$ cat config.mk
export PLATFORM = sky130hd
export DESIGN_NAME = spi_slave_frame_crc16_unit
export DESIGN_NICKNAME = d
export VERILOG_FILES = /design/src/design/sfcrc_pkg.sv /design/src/design/spi_slave_frame_crc16_unit.sv /design/src/design/sfcrc_ctrl.sv /design/src/design/sfcrc_reply.sv
export SDC_FILE = /design/constraint.sdc
export NUM_CORES = 1
export LEC_CHECK = 0
export ABC_AREA = 1
export BUFFER_PORTS_ARGS = -buffer_cell sky130_fd_sc_hd__clkbuf_2
export CAP_MARGIN = 20
export CORE_MARGIN = 10
export CORE_UTILIZATION = 40
export CTS_BUF_LIST = sky130_fd_sc_hd__clkbuf_2 sky130_fd_sc_hd__clkbuf_4 sky130_fd_sc_hd__clkbuf_8
export CTS_CLUSTER_SIZE = 10
export DETAILED_ROUTE_END_ITERATION = 8
export GPL_ROUTABILITY_DRIVEN = 0
export SETUP_SLACK_MARGIN = 0.05
export SLEW_MARGIN = 20
export SYNTH_ARGS = -nofsm -noshare
export SYNTH_HDL_FRONTEND = slang
export SYNTH_SLANG_ARGS = --single-unit
$ cat constraint.sdc
create_clock -name clk -period 3.1 [get_ports clk]
set_input_delay 0.31 -clock clk [delete_from_list [all_inputs] [get_ports clk]]
set_output_delay 0.31 -clock clk [all_outputs]
set_load 0.05 [all_outputs]
$ cat src/design/sfcrc_pkg.sv
package sfcrc_pkg;

  localparam int FRAME_MAX = 32;
  localparam int IDX_W     = $clog2(FRAME_MAX);
  localparam int POS_W     = 6;

  localparam logic [POS_W-1:0] FRAME_MIN        = 6'd2;
  localparam logic [POS_W-1:0] FRAME_SIZE_RESET = 6'd28;
  localparam logic [POS_W-1:0] FRAME_LIMIT      = 6'(FRAME_MAX);

  localparam logic [7:0]  START_BYTE = 8'h80;
  localparam logic [7:0]  SYNC_BYTE  = 8'hFF;
  localparam logic [15:0] CRC_SEED   = 16'hFFFF;
  localparam logic [15:0] CRC_POLY   = 16'hA001;

  localparam logic [2:0] KIND_XFER    = 3'd0;
  localparam logic [2:0] KIND_RELEASE = 3'd1;
  localparam logic [2:0] KIND_LOAD    = 3'd2;
  localparam logic [2:0] KIND_READ    = 3'd3;
  localparam logic [2:0] KIND_ACK     = 3'd4;

  localparam logic [1:0] ST_IDLE = 2'd0;
  localparam logic [1:0] ST_RUN  = 2'd1;
  localparam logic [1:0] ST_OK   = 2'd2;
  localparam logic [1:0] ST_ERR  = 2'd3;

  typedef enum logic [2:0] {
    SEL_ZERO,
    SEL_START,
    SEL_TX,
    SEL_CRC_LO,
    SEL_CRC_HI
  } reply_sel_t;

  typedef enum logic [1:0] {
    CRC_HOLD,
    CRC_INIT,
    CRC_UPDATE
  } crc_op_t;

  typedef struct packed {
    reply_sel_t sel;
    crc_op_t    op;
    logic       rd_en;
    logic [1:0] status;
  } ctl_t;

  // Reflected CRC-16 update by one byte, LSB first.
  function automatic logic [15:0] crc16_byte(input logic [15:0] crc, input logic [7:0] b);
    logic [15:0] c;
    c = crc ^ {8'h00, b};
    for (int k = 0; k < 8; k++) begin
      if (c[0]) begin
        c = (c >> 1) ^ CRC_POLY;
      end else begin
        c = c >> 1;
      end
    end
    return c;
  endfunction

endpackage

$ cat src/design/spi_slave_frame_crc16_unit.sv
// SPI slave frame engine with CRC-16 (reflected, polynomial 0xA001, seed 0xFFFF) on
// both directions. Every input word (byte exchanged, select released, transmit load,
// receive read, acknowledge) yields exactly one result word. A new word is accepted
// every clock cycle while results are taken. The accepting edge runs the frame state
// machine and the store accesses. When the output side is free, the staged word
// folds the sent byte into the transmit CRC and registers the reply. While out_ready
// is low, one more word can wait in the staging register, and then in_ready drops
// until the result is taken. frame_size may be written only while no word is in
// flight; values outside 2..32 are clamped.
module spi_slave_frame_crc16_unit (
  input  logic                        clk,
  input  logic                        rst,
  input  logic                        in_valid,
  output logic                        in_ready,
  input  logic [2:0]                  kind,
  input  logic [7:0]                  data,
  input  logic [4:0]                  index,
  output logic                        out_valid,
  input  logic                        out_ready,
  output logic [7:0]                  reply_byte,
  output logic [1:0]                  status,
  output logic [7:0]                  read_data,
  input  logic                        cfg_valid,
  output logic                        cfg_ready,
  input  logic [sfcrc_pkg::POS_W-1:0] cfg_data
);
  import sfcrc_pkg::*;

  logic       accept;
  ctl_t       ctl;
  logic [7:0] tx_byte;
  logic [7:0] rx_byte;

  assign cfg_ready = 1'b1;
  assign accept    = in_valid && in_ready;

  sfcrc_ctrl u_ctrl (
    .clk      (clk),
    .rst      (rst),
    .accept   (accept),
    .kind     (kind),
    .data     (data),
    .index    (index),
    .cfg_we   (cfg_valid && cfg_ready),
    .cfg_data (cfg_data),
    .ctl      (ctl),
    .tx_byte  (tx_byte),
    .rx_byte  (rx_byte)
  );

  sfcrc_reply u_reply (
    .clk         (clk),
    .rst         (rst),
    .accept      (accept),
    .ctl         (ctl),
    .tx_byte     (tx_byte),
    .rx_byte     (rx_byte),
    .stage_ready (in_ready),
    .out_valid   (out_valid),
    .out_ready   (out_ready),
    .reply_byte  (reply_byte),
    .status      (status),
    .read_data   (read_data)
  );

endmodule

$ cat src/design/sfcrc_ctrl.sv
module sfcrc_ctrl (
  input  logic                      clk,
  input  logic                      rst,
  input  logic                      accept,
  input  logic [2:0]                kind,
  input  logic [7:0]                data,
  input  logic [sfcrc_pkg::IDX_W-1:0] index,
  input  logic                      cfg_we,
  input  logic [sfcrc_pkg::POS_W-1:0] cfg_data,
  output sfcrc_pkg::ctl_t           ctl,
  output logic [7:0]                tx_byte,
  output logic [7:0]                rx_byte
);
  import sfcrc_pkg::*;

  typedef enum logic [2:0] {
    PH_WAIT,
    PH_REPLY,
    PH_DATA,
    PH_CRC_LOW,
    PH_CRC_HIGH,
    PH_CRC_CHECK,
    PH_RELEASE
  } phase_t;

  phase_t            phase, phase_next;
  logic [POS_W-1:0]  frame_size;
  logic [POS_W-1:0]  send_position, send_position_next;
  logic [POS_W-1:0]  receive_position, receive_position_next;
  logic [15:0]       receive_check, receive_check_next;
  logic [7:0]        partner_check_low, partner_check_low_next;
  logic [1:0]        pending_status, pending_status_next;
  logic [1:0]        current_status, current_status_next;
  logic              bank_select, bank_select_next;
  ctl_t              ctl_next;
  logic              tx_we, rx_we;
  logic [POS_W-1:0]  eff_size;
  logic [POS_W-1:0]  send_inc;

  logic [7:0] tx_mem [FRAME_MAX];
  logic [7:0] rx_mem [2*FRAME_MAX];

  always_comb begin
    if (frame_size < FRAME_MIN) begin
      eff_size = FRAME_MIN;
    end else if (frame_size > FRAME_LIMIT) begin
      eff_size = FRAME_LIMIT;
    end else begin
      eff_size = frame_size;
    end
  end

  assign send_inc = send_position + 6'd1;

  always_comb begin
    phase_next             = phase;
    send_position_next     = send_position;
    receive_position_next  = receive_position;
    receive_check_next     = receive_check;
    partner_check_low_next = partner_check_low;
    pending_status_next    = pending_status;
    current_status_next    = current_status;
    bank_select_next       = bank_select;
    ctl_next.sel           = SEL_ZERO;
    ctl_next.op            = CRC_HOLD;
    ctl_next.rd_en         = 1'b0;
    tx_we                  = 1'b0;
    rx_we                  = 1'b0;

    unique case (kind)
      KIND_XFER: begin
        unique case (phase)
          PH_WAIT: begin
            current_status_next = ST_RUN;
            if (data == START_BYTE) begin
              receive_check_next    = CRC_SEED;
              send_position_next    = '0;
              receive_position_next = '0;
              ctl_next.sel          = SEL_START;
              ctl_next.op           = CRC_INIT;
              phase_next            = PH_REPLY;
            end
          end
          PH_REPLY: begin
            if (data == SYNC_BYTE) begin
              ctl_next.sel       = SEL_TX;
              ctl_next.op        = CRC_UPDATE;
              send_position_next = send_inc;
              phase_next         = PH_DATA;
            end else begin
              phase_next = PH_RELEASE;
            end
          end
          PH_DATA: begin
            rx_we                 = (receive_position < FRAME_LIMIT);
            receive_position_next = receive_position + 6'd1;
            receive_check_next    = crc16_byte(receive_check, data);
            ctl_next.sel          = SEL_TX;
            ctl_next.op           = CRC_UPDATE;
            send_position_next    = send_inc;
            if (send_inc >= eff_size) begin
              phase_next = PH_CRC_LOW;
            end
          end
          PH_CRC_LOW: begin
            rx_we                 = (receive_position < FRAME_LIMIT);
            receive_position_next = receive_position + 6'd1;
            receive_check_next    = crc16_byte(receive_check, data);
            ctl_next.sel          = SEL_CRC_LO;
            phase_next            = PH_CRC_HIGH;
          end
          PH_CRC_HIGH: begin
            ctl_next.sel           = SEL_CRC_HI;
            partner_check_low_next = data;
            phase_next             = PH_CRC_CHECK;
          end
          PH_CRC_CHECK: begin
            if ({data, partner_check_low} == receive_check) begin
              bank_select_next    = ~bank_select;
              pending_status_next = ST_OK;
            end else begin
              pending_status_next = ST_ERR;
            end
            ctl_next.sel = SEL_START;
            phase_next   = PH_RELEASE;
          end
          default: begin
          end
        endcase
      end
      KIND_RELEASE: begin
        current_status_next = (phase == PH_RELEASE) ? pending_status : ST_IDLE;
        phase_next          = PH_WAIT;
      end
      KIND_LOAD: begin
        tx_we = (current_status == ST_IDLE);
      end
      KIND_READ: begin
        ctl_next.rd_en = 1'b1;
      end
      KIND_ACK: begin
        current_status_next = ST_IDLE;
        pending_status_next = ST_IDLE;
      end
      default: begin
      end
    endcase

    ctl_next.status = current_status_next;
  end

  always_ff @(posedge clk) begin
    if (rst) begin
      phase             <= PH_WAIT;
      frame_size        <= FRAME_SIZE_RESET;
      send_position     <= '0;
      receive_position  <= '0;
      receive_check     <= CRC_SEED;
      partner_check_low <= '0;
      pending_status    <= ST_IDLE;
      current_status    <= ST_IDLE;
      bank_select       <= 1'b0;
    end else begin
      if (cfg_we) begin
        frame_size <= cfg_data;
      end
      if (accept) begin
        phase             <= phase_next;
        send_position     <= send_position_next;
        receive_position  <= receive_position_next;
        receive_check     <= receive_check_next;
        partner_check_low <= partner_check_low_next;
        pending_status    <= pending_status_next;
        current_status    <= current_status_next;
        bank_select       <= bank_select_next;
      end
    end
    if (accept) begin
      ctl <= ctl_next;
    end
  end

  // The transmit byte is read at the current send position; the sent CRC is
  // folded in one stage later, once the read data is out of the memory.
  always_ff @(posedge clk) begin
    if (accept && tx_we) begin
      tx_mem[index] <= data;
    end
    if (accept) begin
      tx_byte <= tx_mem[send_position[IDX_W-1:0]];
    end
  end

  // Words are filled into one bank while reads come from the other one.
  always_ff @(posedge clk) begin
    if (accept && rx_we) begin
      rx_mem[{bank_select, receive_position[IDX_W-1:0]}] <= data;
    end
    if (accept) begin
      rx_byte <= rx_mem[{~bank_select, index}];
    end
  end

endmodule

$ cat src/design/sfcrc_reply.sv
module sfcrc_reply (
  input  logic            clk,
  input  logic            rst,
  input  logic            accept,
  input  sfcrc_pkg::ctl_t ctl,
  input  logic [7:0]      tx_byte,
  input  logic [7:0]      rx_byte,
  output logic            stage_ready,
  output logic            out_valid,
  input  logic            out_ready,
  output logic [7:0]      reply_byte,
  output logic [1:0]      status,
  output logic [7:0]      read_data
);
  import sfcrc_pkg::*;

  logic        b_valid;
  logic        b_advance;
  logic [15:0] send_check, send_check_next;
  logic [7:0]  reply_next;

  assign b_advance   = b_valid && (!out_valid || out_ready);
  assign stage_ready = !b_valid || b_advance;

  always_comb begin
    case (ctl.sel)
      SEL_START:  reply_next = START_BYTE;
      SEL_TX:     reply_next = tx_byte;
      SEL_CRC_LO: reply_next = send_check[7:0];
      SEL_CRC_HI: reply_next = send_check[15:8];
      default:    reply_next = 8'h00;
    endcase
  end

  always_comb begin
    case (ctl.op)
      CRC_INIT:   send_check_next = CRC_SEED;
      CRC_UPDATE: send_check_next = crc16_byte(send_check, tx_byte);
      default:    send_check_next = send_check;
    endcase
  end

  always_ff @(posedge clk) begin
    if (rst) begin
      b_valid    <= 1'b0;
      out_valid  <= 1'b0;
      send_check <= CRC_SEED;
    end else begin
      if (accept) begin
        b_valid <= 1'b1;
      end else if (b_advance) begin
        b_valid <= 1'b0;
      end
      if (b_advance) begin
        out_valid  <= 1'b1;
        send_check <= send_check_next;
      end else if (out_ready) begin
        out_valid <= 1'b0;
      end
    end
    if (b_advance) begin
      reply_byte <= reply_next;
      status     <= ctl.status;
      read_data  <= ctl.rd_en ? rx_byte : 8'h00;
    end
  end

endmodule

==> results of run 1 <==
==> cells in the mapped netlist (28+ instances only) <==
master / count
a22oi_1: 198
nand3_1: 87
inv_1: 94
nor3_1: 28
a21oi_1: 128
o221ai_1: 44
nor2_1: 293
edfxtp_1: 810
dfxtp_1: 68
clkbuf_1: 76
o21ai_0: 193
nand2_1: 317
nand4_1: 35
==> final cells by class <==
cell class	count	area (um2)	area share [%]
sequential	878	25700	63.8
multi-input combinational	1498	8020	19.9
clock buffer	190	2340	5.81
timing repair buffer	257	2030	5.04
tap	1155	1450	3.59
inverter	112	427	1.06
clock inverter	57	299	0.743
==> worst max-delay path: cells and delay by family, from the launching register on <==
family	cells	cell delay (ns)
AND/OR/NAND/NOR	6	0.87
buffers and inverters	1	0.17
AO/OA/AOI/OAI	2	0.39
XOR/XNOR	1	0.26
adder cells (fa/ha/maj)	1	0.30
flip-flops	1	0.65
==> layer usage <==
layer	up-vias	wire length, um	GRT usage, %
met5	-	0	0
met4	0	2490	6.72
met2	1021	46300	31.0
li1	10400	-	-
met1	11400	39200	24.7
met3	168	6720	3.22
==> repair_timing <==
item                                    CTS  global route
endpoints found under the setup margin    0             1
resized for setup                         0             1
hold buffers                             33             0
endpoints found under the hold margin    66             0
==> cells by family (layout without fill, tap and decap cells) <==
logic type	count (synthesis)	in the layout	share of synthesized area [%]
adders and majority gates	9	9	0.324
AOI/OAI and AO/OA	664	664	12.2
and+or+nand+nor	787	787	9.62
buffers and inverters	248	616	3.03
other	1	1	0.0108
DFF	878	878	73.9
xor gates and xnor gates	37	37	0.933
==> power by group through the flow <==
| stage | clock, W | combinational, W | sequential, W |
|---|---|---|---|
| 2_1_floorplan | 0 | 0.000545 | 0.0133 |
| 5_1_grt | 0.0101 | 0.00126 | 0.0130 |
| 3_5_place_dp | 0 | 0.00112 | 0.0133 |
| 4_1_cts | 0.00959 | 0.00116 | 0.0130 |
| 6_report | 0.00941 | 0.00116 | 0.0130 |
| 3_3_place_gp | 0 | 0.00110 | 0.0133 |
==> layout by cell type, fill, tap and decap left out, drive strengths merged, types with 44 or more instances in the layout <==
cell type and n:
a21oi 133, a22oi 198, buf 186, clkbuf 228, clkinv 53, dfxtp 68, edfxtp 810, inv 107
nand2 317, nand3 87, nor2 297, o21ai 193, o221ai 44
==> metrics by stage <==
stage          setup slack, ns  instances  utilization [%]  area (um2)  power [W]
3_3_place_gp             0.342       3867             43.1       37300     0.0144
4_1_cts                  0.405       4147             46.5       40200     0.0238
6_report                 0.388       4147             46.5       40200     0.0236
5_1_grt                  0.118       4147             46.5       40200     0.0244
2_1_floorplan            0.312       2624                -       34700     0.0139
3_5_place_dp             0.301       3867             43.1       37300     0.0144
==> worst max-delay path by stage <==
stage                                 endpoint  depth (start not counted)                     from
after CTS                      u_ctrl.phase[1]                         11  u_ctrl.send_position[4]
after global routing           u_ctrl.phase[1]                         11  u_ctrl.send_position[4]
after global placement       u_ctrl.rx_byte[4]                          9                 index[2]
final                          u_ctrl.phase[1]                         11  u_ctrl.send_position[4]
after detailed placement  u_ctrl.tx_mem[28][3]                          6                 index[1]
after floorplan            u_ctrl.rx_mem[0][0]                          7        u_reply.out_valid
==> sequential cells by signal, summed over array words and instances, names as in the netlist, 6 cells and up <==
name	flops
u_ctrl.rx_byte	8
u_ctrl.receive_check	16
u_ctrl.tx_mem	256
u_ctrl.partner_check_low	8
u_reply.send_check	16
u_reply.read_data	8
u_ctrl.frame_size	6
u_ctrl.receive_position	6
u_ctrl.ctl	8
u_ctrl.tx_byte	8
u_ctrl.rx_mem	512
u_reply.reply_byte	8
u_ctrl.send_position	6
==> results.sh, run 1 <==
export IMPL_ios=48
export IMPL_finalSetupTns_ns=0
export IMPL_postRouteAntennaNets=0
export IMPL_grt_pass1_wl_mm=143
export IMPL_finalCritPeriodShare_pct=87.5
export IMPL_power_leakage_nw=13.8
export IMPL_hold_ws_ns=0.0885
export IMPL_synthDistinctLibCells=46
export IMPL_p_int_w=0.0183
export IMPL_rsz0062_at_grt="false"
export IMPL_power_switching_w=0.00533
export IMPL_r2r_end="u_ctrl.phase[1]"
export IMPL_switching_share_pct=22.6
export IMPL_power_frac_clock_pct=39.8
export IMPL_clockBufferDepth=3
export IMPL_yosysWarnings=0
export IMPL_synth_area_top_cells="edfxtp_1 70%, a22oi_1 4.3%, dfxtp_1 3.9%, nand2_1 3.4%, nor2_1 3.2%"
export IMPL_hold_depth=4
export IMPL_path_cells="clkinv_1, nor3_1, xor2_1, ha_1, nand2_1, nor2_1, a211oi_1, nand4_1, nand4_1, nor2_1, a211oi_1"
export IMPL_cts_root_buf="clkbuf_8"
export IMPL_row_count=108
export IMPL_synthesis_instances=2624
export IMPL_fill_cells=7645
export IMPL_grt_max_degree=88
export IMPL_synth_edf_count=810
export IMPL_drc=0
export IMPL_cp_max_fo=11
export IMPL_detail_route_wl_per_cell_um=22.8
export IMPL_max_stage_delay_ns=0.65
export IMPL_port_buffers=46
export IMPL_cts_tree="yes"
export IMPL_tightest_slew_ns=1.08
export IMPL_power_density_mw_per_mm2=587
export IMPL_worstSetupStartpointType="register"
export IMPL_coreArea_mm2=0.0865
export IMPL_cts_setup_buffers=0
export IMPL_cts_htree_levels=4
export IMPL_postSynth_asyncResetShare_pct=0
export IMPL_worstPathArrival_ns=3.41
export IMPL_synth_top_area_share_pct=70.0
export IMPL_drt_iter0_drc=2590
export IMPL_hpwl_mm=59.3
export IMPL_r2r_slack_ns=0.39
export IMPL_status="finished, final reports clean"
export IMPL_synth_nets=2660
export IMPL_max_freq_ghz=0.369
export IMPL_setup_viol=0
export IMPL_die_h_um=315
export IMPL_area_growth_pct=15.9
export IMPL_min_period_ns=2.71
export IMPL_antenna_diode_count=0
export IMPL_hp_class="in -> reg"
export IMPL_start_util_pct=40.2
export IMPL_maxSlewHeadroom_pct=28.2
export IMPL_hold_end="u_ctrl.current_status[1]"
export IMPL_clock_skew_ns=0.0328
export IMPL_synth_area_per_cell_um2=13.2
export IMPL_max_cap_violations=0
export IMPL_clk_pin_slew_ns=0.06
export IMPL_slew_viol_final=0
export IMPL_ys_ff_latch=878
export IMPL_track_usage_pct=18.8
export IMPL_die_area_mm2=0.0990
export IMPL_fin_nets=2923
export IMPL_criticalPathCategory="reg -> reg"
export IMPL_r2r_start="u_ctrl.send_position[4]"
export IMPL_gr_total_overflow=0
export IMPL_clock_sinks=878
export IMPL_syn_area_mm2=0.0347
export IMPL_worstSetupEndpointType="register"
export IMPL_pwr_share_seq_pct=55.3
export IMPL_p_comb_share_pct=4.9
export IMPL_cts_buffers=140
export IMPL_clk_latency_ns=0.79
export IMPL_drt_total_wl_mm=94.7
export IMPL_yosysTopAreaCell="edfxtp_1"
export IMPL_via_count=23000
export IMPL_ff2ff_path_depth=11
export IMPL_synth_top_flop_cell="edfxtp_1"
export IMPL_hold_path_startpoint="in_valid"
export IMPL_worst_ep_required_time_ns=3.80
export IMPL_vias_per_cell=5.54
export IMPL_drt_pass1_iter_count=6
export IMPL_die_x_um=315
export IMPL_hold_viol=0
export IMPL_synth_seq_area_share_pct=73.9
export IMPL_antenna_found_initial=0
export IMPL_vdd_ir_drop_max_uv=415
export IMPL_crit_slowest_cell="dfxtp_1"
export IMPL_drive_gt1_share_pct=16.1
export IMPL_grt_pass1_vias=23200
(Power assumes the default switching activity.)
==> run 2: changes to the inputs <==
==> constraint.sdc (replaced) <==
create_clock -name clk -period 3 [get_ports clk]
set_input_delay 0.3 -clock clk [delete_from_list [all_inputs] [get_ports clk]]
set_output_delay 0.3 -clock clk [all_outputs]
set_load 0.05 [all_outputs]
==> results.sh, run 2 (same netlist as run 1, synthesis figures left out) <==
export IMPL_maxSlewHeadroom_pct=30.8
export IMPL_setup_viol=0
export IMPL_finalCritPeriodShare_pct=87.5
export IMPL_clock_skew_ns=0.0255
export IMPL_power_w=0.0247
export IMPL_switching_share_pct=22.4
export IMPL_drive_gt1_share_pct=16.4
export IMPL_cts_tree="yes"
export IMPL_crit_slowest_cell="dfxtp_1"
export IMPL_fin_nets=2936
export IMPL_ff2ff_path_depth=12
export IMPL_worstSetupStartpointType="register"
export IMPL_antenna_diode_count=0
export IMPL_worstPathArrival_ns=3.33
export IMPL_cts_htree_levels=4
export IMPL_antenna_found_initial=3
export IMPL_wirelength_met1_mm=39.4
export IMPL_clock_sinks=878
export IMPL_largest_register_ffs=512
export IMPL_vdd_ir_drop_max_uv=541
export IMPL_drc=0
export IMPL_area_growth_pct=16.4
export IMPL_power_density_mw_per_mm2=610
export IMPL_detail_route_wl_per_cell_um=22.6
export IMPL_die_x_um=315
export IMPL_pwr_share_seq_pct=54.6
export IMPL_tightest_slew_ns=1.03
export IMPL_final_cell_mix="810 x edfxtp_1, 317 x nand2_1, 291 x nor2_1"
export IMPL_grt_pass1_wl_mm=140
export IMPL_final_common_cell="edfxtp_1"
export IMPL_drt_pass1_iter_count=6
export IMPL_hold_viol=0
export IMPL_clockBufferDepth=3
export IMPL_gr_total_overflow=0
export IMPL_hpwl_mm=58.5
export IMPL_worst_ep_required_time_ns=3.71
export IMPL_r2r_slack_ns=0.38
export IMPL_slew_viol_final=0
export IMPL_finalSetupTns_ns=0
export IMPL_max_cap_violations=0
export IMPL_clk_pin_slew_ns=0.06
export IMPL_drt_total_wl_mm=93.8
export IMPL_status="finished, final reports clean"
export IMPL_die_area_mm2=0.0990
export IMPL_met3_length_mm=6.47
export IMPL_criticalPathCategory="reg -> reg"
export IMPL_clk_latency_ns=0.80
export IMPL_coreArea_mm2=0.0865
export IMPL_power_switching_w=0.00552
export IMPL_hp_class="in -> reg"
export IMPL_cp_max_fo=6
export IMPL_crit_buf_inv=1
export IMPL_grt_pass1_vias=22800
export IMPL_finalNonFillerCells=4159
export IMPL_start_util_pct=40.2
export IMPL_worstSetupEndpointType="register"
export IMPL_max_freq_ghz=0.381
export IMPL_postRouteAntennaNets=0
export IMPL_p_comb_share_pct=4.9
export IMPL_min_period_ns=2.62
export IMPL_power_leakage_nw=13.9
export IMPL_p_int_w=0.0191
export IMPL_cts_root_buf="clkbuf_8"
export IMPL_rsz0062_at_grt="false"
export IMPL_hold_depth=6
export IMPL_via_count=22900
export IMPL_route_top_layer_used="met5"
export IMPL_path_cells="nor4_2, inv_1, o21ai_1, nand2_1, ha_1, a21oi_1, nor2_1, a211oi_1, nand4_1, nand4_1, nor2_1, a211oi_1"
export IMPL_max_stage_delay_ns=0.34
export IMPL_ios=48
export IMPL_worst_path_dominant_cell_family="simple AND/OR/NAND/NOR gates"
export IMPL_wl_met2_mm=45.6
export IMPL_track_usage_pct=18.6
export IMPL_die_h_um=315
export IMPL_drt_iter0_drc=2366
export IMPL_dp_cells=3878
export IMPL_power_frac_clock_pct=40.5
export IMPL_row_count=108
export IMPL_critical_path_depth=12
export IMPL_port_buffers=46
export IMPL_cts_buffers=139
export IMPL_vias_per_cell=5.50
export IMPL_grt_max_degree=98
==> run 2: cell types whose count changed in the layout (fill, tap and decap cells not counted), sizes merged <==
| cell | delta |
|---|---|
| buf | +11 |
| bufinv | +3 |
| clkbuf | -1 |
| clkinv | -2 |
| clkinvlp | -4 |
| dlygate4sd3 | +3 |
| inv | +2 |
==> run 2: final timing paths <==
kind,startpoint,to
worst max-delay path,u_ctrl.frame_size[1],u_ctrl.phase[1]
worst min-delay path,index[4],u_ctrl.rx_byte[2]
worst max register to register,u_ctrl.frame_size[1],u_ctrl.phase[1]
worst min register to register,u_ctrl.ctl[0],u_reply.status[0]
==> run 2: power groups by stage <==
stage / Clock, W / Sequential [W] / Combinational (W)
after CTS: 0.0102 / 0.0135 / 0.00120
final: 0.00999 / 0.0135 / 0.00120
after detailed placement: 0 / 0.0137 / 0.00116
after floorplan: 0 / 0.0138 / 0.000563
after global routing: 0.0108 / 0.0135 / 0.00131
after global placement: 0 / 0.0137 / 0.00113
==> run 2: layer usage <==
metal  vias up  global-route usage (%)
met5         -                       0
met4         6                    6.30
met3       171                    3.40
met2       963                    30.6
met1     11300                    24.6
li1      10400                       -
==> run 2: area by class of cell <==
| type | count | area [um2] |
|---|---|---|
| Inverter | 112 | 427 |
| Clock inverter | 56 | 365 |
| Sequential cell | 878 | 25700 |
| Clock buffer | 189 | 2340 |
| Tap cell | 1155 | 1450 |
| Fill cell | 7619 | 46100 |
| Timing Repair Buffer | 271 | 2130 |
| Multi-Input combinational cell | 1498 | 8030 |
==> run 2: timing repair <==
action,CTS,global route
hold buffers,36,0
setup endpoints to repair,0,3
resized for setup,0,2
setup buffers,0,0
endpoints found under the hold margin,60,0
==> run 2: worst register-to-register path: stages, from the launching register on <==
cell      delay [ns]
dfxtp_1         0.34
nor4_2          0.33
inv_1           0.10
o21ai_1         0.30
nand2_1         0.12
ha_1            0.33
a21oi_1         0.14
nor2_1          0.06
a211oi_1        0.20
nand4_1         0.14
nand4_1         0.22
nor2_1          0.07
a211oi_1        0.18
==> run 2: metrics by stage <==
stage | utilization [%] | hold WS [ns] | instance area [um2] | setup WS, ns
global route | 46.7 | 0.405 | 40400 | 0.166
detailed placement | 43.2 | 0.425 | 37400 | 0.116
floorplan | - | 0.399 | 34700 | 0.212
CTS | 46.7 | 0.306 | 40400 | 0.370
global placement | 43.2 | 0.404 | 37400 | 0.141
finish | 46.7 | 0.364 | 40400 | 0.376
==> run 3: changes to the inputs <==
--- a/config.mk
+++ b/config.mk
@@ -14,6 +14,7 @@
 export CTS_CLUSTER_SIZE = 10
 export DETAILED_ROUTE_END_ITERATION = 8
 export GPL_ROUTABILITY_DRIVEN = 0
+export PLACE_DENSITY_LB_ADDON = 0.2
 export SETUP_SLACK_MARGIN = 0.05
 export SLEW_MARGIN = 20
 export SYNTH_ARGS = -nofsm -noshare
==> results.sh, run 3 (same netlist as run 1, synthesis figures left out) <==
export IMPL_track_usage_pct=19.1
export IMPL_min_period_ns=2.59
export IMPL_detail_route_wl_per_cell_um=23.1
export IMPL_cts_root_buf="clkbuf_8"
export IMPL_cp_max_fo=27
export IMPL_drt_pass1_iter_count=6
export IMPL_ff2ff_path_depth=11
export IMPL_start_util_pct=40.2
export IMPL_maxSlewHeadroom_pct=20.9
export IMPL_finalCritPeriodShare_pct=86.3
export IMPL_die_area_mm2=0.0990
export IMPL_hp_class="in -> reg"
export IMPL_cts_buffers=146
export IMPL_r2r_slack_ns=0.41
export IMPL_vdd_ir_drop_max_uv=406
export IMPL_row_count=108
export IMPL_max_freq_ghz=0.386
export IMPL_finalSetupTns_ns=0
export IMPL_final_area_mm2=0.0405
export IMPL_max_cap_violations=0
export IMPL_worst_ep_required_time_ns=3.70
export IMPL_ios=48
export IMPL_grt_busiest_layer="met2"
export IMPL_fin_nets=2937
export IMPL_clock_sinks=878
export IMPL_clk_pin_slew_ns=0.06
export IMPL_clock_skew_ns=0.0260
export IMPL_drt_iter0_drc=2272
export IMPL_hpwl_mm=59.7
export IMPL_worstSetupStartpointType="register"
export IMPL_met2_usage_pct=30.4
export IMPL_grt_pass1_vias=23100
export IMPL_worstPathArrival_ns=3.29
export IMPL_port_buffers=46
export IMPL_status="finished, final reports clean"
export IMPL_tightest_slew_ns=1.18
export IMPL_hold_path_startpoint="in_valid"
export IMPL_gr_usage_met1_pct=26.3
export IMPL_gr_total_overflow=0
export IMPL_grt_max_degree=97
export IMPL_r2r_start="u_ctrl.send_position[0]"
export IMPL_drt_total_wl_mm=96.1
export IMPL_clk_latency_ns=0.80
export IMPL_area_growth_pct=16.5
export IMPL_drc=0
export IMPL_hold_viol=0
export IMPL_grtUsageMet3_pct=3.42
export IMPL_coreArea_mm2=0.0865
export IMPL_rsz0062_at_grt="false"
export IMPL_die_h_um=315
export IMPL_slew_viol_final=0
export IMPL_criticalPathCategory="reg -> reg"
export IMPL_drive_gt1_share_pct=16.7
export IMPL_r2r_end="u_ctrl.phase[1]"
export IMPL_hold_ws_ns=0.128
export IMPL_crit_path_end="u_ctrl.phase[1]"
export IMPL_setup_viol=0
export IMPL_worstSetupEndpointType="register"
export IMPL_grt_pass1_wl_mm=144
export IMPL_final_core_util_pct=46.8
export IMPL_final_common_cell="edfxtp_1"
export IMPL_dpl_instance_area_mm2=0.0373
export IMPL_largest_register_ffs=512
export IMPL_via_count=22900
export IMPL_clockBufferDepth=3
export IMPL_postRouteAntennaNets=0
export IMPL_die_x_um=315
export IMPL_power_density_mw_per_mm2=613
export IMPL_critPathLaunch="u_ctrl.send_position[0]"
export IMPL_fill_cells=7743
export IMPL_antenna_found_initial=2
export IMPL_cts_htree_levels=4
export IMPL_vias_per_cell=5.49
export IMPL_final_cell_mix="810 x edfxtp_1, 317 x nand2_1, 291 x nor2_1"
export IMPL_cts_tree="yes"
export IMPL_power_leakage_nw=13.9
## run 3: power by group
part / total, W / switching [W] / internal [W]
clock network: 0.0101 / 0.00472 / 0.00542
logic: 0.00119 / 0.000871 / 0.000322
registers: 0.0135 / 0.0000481 / 0.0134
total: 0.0248 / 0.00564 / 0.0192
## run 3: critical path, cell delays in order (launching register included)
cell and delay [ns]:
dfxtp_4 0.58, nand3_1 0.17, nor3_1 0.22, xor2_1 0.25, ha_1 0.29, nand2_1 0.09
nor2_1 0.05, a211oi_1 0.22, nand4_1 0.13, nand4_1 0.21, nor2_1 0.07, a211oi_1 0.19
## run 3: layer usage
layer | wire length, um | up-vias
li1 | - | 10400
met2 | 44800 | 830
met5 | 0 | -
met1 | 42900 | 11400
met3 | 6180 | 149
met4 | 2190 | 0
## run 3: worst min-delay path by stage
stage / endpoint / slack (ns) / cells past startpoint
after floorplan: u_ctrl.rx_mem[0][0] / 0.40 / 0
after global placement: u_reply.status[0] / 0.40 / 0
after detailed placement: u_reply.status[0] / 0.41 / 0
after CTS: u_reply.b_valid / 0.05 / 4
after global routing: u_ctrl.current_status[1] / 0.13 / 4
final: u_reply.b_valid / 0.13 / 4
## run 3: cell type report
class | count | area [um2] | area share [%]
clock inverters | 54 | 294 | 0.727
clock buffers | 204 | 2480 | 6.13
multi-input cells | 1498 | 8020 | 19.8
repair buffers | 265 | 2100 | 5.20
diodes | 1 | 2.50 | 0.00618
well taps | 1155 | 1450 | 3.57
flip-flops and latches | 878 | 25700 | 63.5
inverters | 112 | 427 | 1.05
## run 3: timing repair
item	in CTS	in global routing
hold buffers	34	0
buffers inserted	0	0
hold endpoints to repair	70	0
endpoints found under the setup margin	0	1
resized for setup	0	1
## run 3: metrics by stage
stage	power, W	worst slack [ns]	cells
global placement	0.0149	0.142	3874
CTS	0.0250	0.362	4166
detailed placement	0.0149	0.121	3874
finish	0.0248	0.410	4167
global route	0.0257	0.143	4167
floorplan	0.0143	0.212	2624
